==> src/rtl/lgge_pkg.sv <==
// ----------------------------------------------------------------------------
// lgge_pkg
// Shared request codes, register indexes and controller/datapath interface
// structs for the life grid generation engine.
// ----------------------------------------------------------------------------
package lgge_pkg;

    localparam logic [1:0] REQ_WRITE  = 2'd0;
    localparam logic [1:0] REQ_TOGGLE = 2'd1;
    localparam logic [1:0] REQ_READ   = 2'd2;
    localparam logic [1:0] REQ_STEP   = 2'd3;

    localparam logic [1:0] CFG_ROWS = 2'd0;
    localparam logic [1:0] CFG_COLS = 2'd1;

    localparam int CFG_W = 7;
    localparam logic [CFG_W-1:0] CFG_RESET = 7'd64;

    // commands from controller to datapath
    typedef struct packed {
        logic latch_req;
        logic cnt_clear;
        logic cnt_inc;
        logic clear_wr;
        logic cell_wb;
        logic sweep;
        logic step_done;
    } lgge_cmd_t;

    // status from datapath to controller
    typedef struct packed {
        logic clear_last;
        logic is_step;
        logic sweep_last;
    } lgge_status_t;

endpackage

==> src/rtl/lgge_ctrl.sv <==
// ----------------------------------------------------------------------------
// lgge_ctrl
// Sequencer for the life engine: clearing pass after reset, request dispatch,
// single cell read-modify-write and the row-by-row generation sweep.
// ----------------------------------------------------------------------------
module lgge_ctrl
    import lgge_pkg::*;
(
    input  logic         clk,
    input  logic         rst_n,
    input  logic         start,
    input  lgge_status_t status,
    output lgge_cmd_t    cmd,
    output logic         busy
);

    typedef enum logic [2:0] {
        ST_CLEAR,
        ST_IDLE,
        ST_DISPATCH,
        ST_CELL_WB,
        ST_SWEEP
    } state_t;

    state_t state_reg;
    state_t state_next;

    always_comb
    begin
        state_next = state_reg;
        cmd        = '0;
        unique case (state_reg)
            ST_CLEAR:
            begin
                cmd.clear_wr = 1'b1;
                cmd.cnt_inc  = 1'b1;
                if (status.clear_last)
                begin
                    state_next = ST_IDLE;
                end
            end
            ST_IDLE:
            begin
                if (start)
                begin
                    cmd.latch_req = 1'b1;
                    state_next    = ST_DISPATCH;
                end
            end
            ST_DISPATCH:
            begin
                // cell row read is issued here; sweep counter starts over
                cmd.cnt_clear = 1'b1;
                if (status.is_step)
                begin
                    state_next = ST_SWEEP;
                end
                else
                begin
                    state_next = ST_CELL_WB;
                end
            end
            ST_CELL_WB:
            begin
                cmd.cell_wb = 1'b1;
                state_next  = ST_IDLE;
            end
            ST_SWEEP:
            begin
                cmd.sweep   = 1'b1;
                cmd.cnt_inc = 1'b1;
                if (status.sweep_last)
                begin
                    cmd.step_done = 1'b1;
                    state_next    = ST_IDLE;
                end
            end
            default:
            begin
                state_next = ST_IDLE;
            end
        endcase
    end

    always_ff @(posedge clk or negedge rst_n)
    begin
        if (!rst_n)
        begin
            state_reg <= ST_CLEAR;
        end
        else
        begin
            state_reg <= state_next;
        end
    end

    assign busy = (state_reg != ST_IDLE);

endmodule

==> config.mk <==
export PLATFORM = sky130hd
export DESIGN_NAME = lgge_ctrl
export DESIGN_NICKNAME = d
export VERILOG_FILES = /design/src/rtl/lgge_pkg.sv /design/src/rtl/lgge_ctrl.sv
export SDC_FILE = /design/constraint.sdc
export NUM_CORES = 1
export LEC_CHECK = 0
export ABC_AREA = 0
export BUFFER_PORTS_ARGS = -buffer_cell sky130_fd_sc_hd__buf_2
export CAP_MARGIN = 5
export CORE_AREA = 2 2 39 41
export CTS_CLUSTER_SIZE = 10
export DETAILED_ROUTE_END_ITERATION = 16
export DIE_AREA = 0 0 41 43
export PLACE_DENSITY = 0.37
export SLEW_MARGIN = 40
export SYNTH_ARGS = -nofsm -noshare
export SYNTH_HDL_FRONTEND = slang
export SYNTH_SLANG_ARGS = --single-unit
==> constraint.sdc <==
create_clock -name clk -period 1.29 [get_ports clk]
set_input_delay 0.258 -clock clk [delete_from_list [all_inputs] [get_ports clk]]
set_output_delay 0.258 -clock clk [all_outputs]
set_load 0.05 [all_outputs]
# Word-level counts from Yosys, hierarchy flattened
# Cells that the tools add are included.
# op_classes
n_reduce_logical	3
n_mux	13
eq_ne	8
# ops
cell	count
3-bit two-way mux	4
3-bit one-hot mux with 4 select lines	1
1-bit two-way mux	7
3-bit by 2-bit equality test with 1-bit output, second input constant	2
2-bit inequality test, second input constant	3
3-bit by 1-bit equality test with 1-bit output, second input constant	1
3-bit equality test, second input constant	1
3-bit logical NOT	1
3-bit by 1-bit inequality test with 1-bit output, second input constant	1
3-bit AND reduction	1
2-bit two-way mux	1
2-bit OR reduction	1
# word_totals
regBits	3
word_cells	25
inputBits	6
output_inout_bits	8

# Depth between registers and ports, before layout
# logic_depth
word_depth	3
mapped_depth	3
mapped_depth_nobuf	2

# Worst setup path after synthesis
# OpenSTA, ideal clock, no wires.
# synth_path
kind	register to output
start	register state_reg[0]
end	output port cmd[0] (netlist bit)
slack_ns	-0.736
t_arrival_ns	1.768
required_ns	1.032
path_stages_with_launch	3
path_buffers	0
path_cell_list	dfrtp_1 -> nor2_1 -> and3_1
# synth_rtl
element	line_no	source
start, declared	lgge_ctrl.sv:25	state_t state_reg;
start signal, assigned	lgge_ctrl.sv:93	state_reg <= state_next;
end, declared	lgge_ctrl.sv:13	output lgge_cmd_t cmd,

# Worst setup path after layout
# layout_path
start	register state_reg[2]
end	output port busy
# layout_between
elab_chain_cells	1
# layout_rtl
element	line_no	source
3-bit by 1-bit inequality test with 1-bit output	lgge_ctrl.sv:97	assign busy = (state_reg != ST_IDLE);
end, declared	lgge_ctrl.sv:14	output logic busy
# No other way between the ends.

==> impl_metrics.tcl <==
set metrics [dict create \
    p_clk_share_pct 11.5 \
    final.period_utilization_pct 116.4 \
    worst_slew_pin_slew_ns 0.1653 \
    die_h_um 43 \
    rr_endpoint "state_reg[2]" \
    min_delay_path_depth 2 \
    largest_reg_flops 3 \
    outcome "finished, violations left" \
    startpoint_type "register" \
    critPathCaptureType "output port" \
    vias 252 \
    wire_per_inst_um 10.61 \
    fill_cells 142 \
    ir_drop_mv 1.124 \
    cts_buffer_depth 2 \
    violations "setup timing" \
    p_int_mw 0.7445 \
    core-area_um2 1384 \
    p_leak_nw 0.2374 \
    dr.first_iter.drc_count 2 \
    boundaryPins 14 \
    seq_area_frac_synth_pct 35.29 \
    rrSetupSlack_ns 0.17 \
    hp-start "status[1]" \
    die_w_um 41 \
    area_growth_syn_to_layout_pct 138.2 \
    clk_pin_slew_ns 0.03 \
    holdPathEnd "state_reg[0]" \
    arrival_ns 1.24 \
    crit_fanout 8 \
    wl_um 658 \
    gp_congestion 0.6828 \
    p_per_area_nw_per_um2 2800 \
    max-slew-margin-rel_pct 88.66 \
    setup_slack_ns -0.2117 \
    p_switching_mw 0.6743 \
    drive_gt1_share_pct 80.43 \
    nets 53 \
    final_cell_mix "buf_6 (8), buf_4 (7), buf_2 (5)" \
    core.rowCount 14 \
    fmax_mhz 665.9 \
    swShare_pct 47.53 \
    finalSetupViolations 8 \
    p_comb_share_pct 71.7 \
    grt_usage_pct 9.980 \
    pre_cts_ws_ns -0.05916 \
    die_area_um2 1763 \
    r2r_start "state_reg[2]" \
    tritoncts "yes" \
    synthDistinctLibCells 16 \
    grt_pass1_wl_mm 1.110 \
    hold_violations 0 \
    path_class "reg2out" \
    finalMaxSlewViolations 0 \
    netlist_area_um2 212.7 \
    clock-sinks 3 \
    fin_area_um2 506.7 \
    syn_nets 25 \
    rsz0062_at_grt "yes" \
    syn_avg_cell_area_um2 11.19 \
    maxCapViolations 0 \
    antenna_found_initial 0 \
    numCtsBuffers 3 \
    drcViolationCount 0 \
    root_buffer "clkbuf_4" \
    synth_warnings 0 \
    fin_crit_ns 1.502 \
    grt_pass1_vias 266 \
    skew_ns 0.004018 \
    reg2regPathDepth 3 \
    stdcell_count 62 \
    register_area_um2 78.83 \
    hold_path_class "in2reg" \
    start_util_pct 15.37 \
    grt_start_max_net_pins 9 \
    share_seq_of_total_power_pct 16.8 \
    final_common_cell "buf_6" \
    grt.overflow.total 0 \
    clk_latency_ns 0.23 \
    placed_area_um2 352.8 \
    netlist_instances 19 \
    crit_required_ns 1.03 \
    postRouteAntennaNets 0 \
    htreeDepth 1 \
    vias_per_cell 4.065 \
    n_antenna_cell 0 \
    io_buffers 13 \
    place_inst 52 \
    synth_seq_cells 3 \
    multi_input_comb_area_um2 155.1 \
    dr.pass1.iters 2 \
]
-- how the worst max path moves through the flow --
stage | from | end | slack (ns)
2_1_floorplan | state_reg[0] | cmd[0] | -0.12
3_3_place_gp | state_reg[2] | cmd[6] | -0.05
3_5_place_dp | state_reg[2] | cmd[6] | -0.06
4_1_cts | state_reg[2] | busy | -0.23
5_1_grt | state_reg[2] | busy | -0.25
6_report | state_reg[2] | busy | -0.21
-- synthesized netlist by cell type, drive strengths merged --
library cell / number / area (um2)
a21o: 1 / 7.510
nand3b: 1 / 7.510
buf: 1 / 11.26
a221oi: 1 / 15.01
inv: 1 / 3.750
and3: 1 / 6.260
and4bb: 1 / 12.51
and3b: 1 / 10.01
nor3: 1 / 5.000
a21oi: 1 / 8.760
dfrtp: 3 / 75.07
or3b: 2 / 17.52
and2: 1 / 6.260
nor3b: 1 / 12.51
nor2: 1 / 3.750
mux2i: 1 / 10.01
-- worst max-delay path: stages, from the launching register on --
cell and delay (ns):
dfrtp_2 0.45, or3b_1 0.40, buf_6 0.16
-- power groups by stage --
stage / clock, mW / sequential (mW) / combinational (mW)
final: 0.163 / 0.239 / 1.02
after global routing: 0.180 / 0.251 / 1.06
after CTS: 0.167 / 0.246 / 0.962
after detailed placement: 0 / 0.249 / 0.721
after global placement: 0 / 0.241 / 0.720
after floorplan: 0 / 0.207 / 0.554
-- kinds of logic (layout without fill, tap and decap cells) --
logic type,Yosys count,in the layout,synth area share [%]
buffers and inverters,2,29,7.057
DFF,3,3,35.29
muxes,1,1,4.706
and+or+nand+nor,10,10,38.24
AOI/OAI and AO/OA,3,3,14.71
-- final cells by class --
type	count	share of cell area (%)
Timing Repair Buffer	24	43.95
Multi-Input combinational cell	14	30.62
Tap cell	16	3.951
Clock buffer	4	5.185
Sequential cell	3	15.56
Inverter	1	0.7407
-- what timing repair did --
action / 4_1_cts / 5_1_grt
gates resized for setup: 22 / 2
setup endpoints to repair: 8 / 8
hold endpoints to repair: 3 / 0
pin swaps: 2 / 4
setup buffers: 3 / 2
hold buffers: 1 / 0
-- per-layer routing --
| metal | wire (um) | GRT usage, % |
|---|---|---|
| met5 | 0 | 0 |
| met3 | 35 | 3.665 |
| met2 | 370 | 13.75 |
| met1 | 252 | 10.75 |
| met4 | 0 | 10.00 |
-- metrics by stage --
| step | power [mW] | hold WS, ns | utilization (%) | TNS [ns] |
|---|---|---|---|---|
| after global placement | 0.9611 | 0.05612 | 25.50 | -0.1061 |
| final | 1.419 | 0.2342 | 36.62 | -0.9912 |
| after detailed placement | 0.9701 | 0.05345 | 25.50 | -0.1563 |
| after CTS | 1.376 | 0.2297 | 34.99 | -1.106 |
| after global routing | 1.493 | 0.2384 | 36.62 | -1.386 |
| after floorplan | 0.7607 | -0.03759 | - | -0.4400 |
Power figures use the tool's default switching activity.
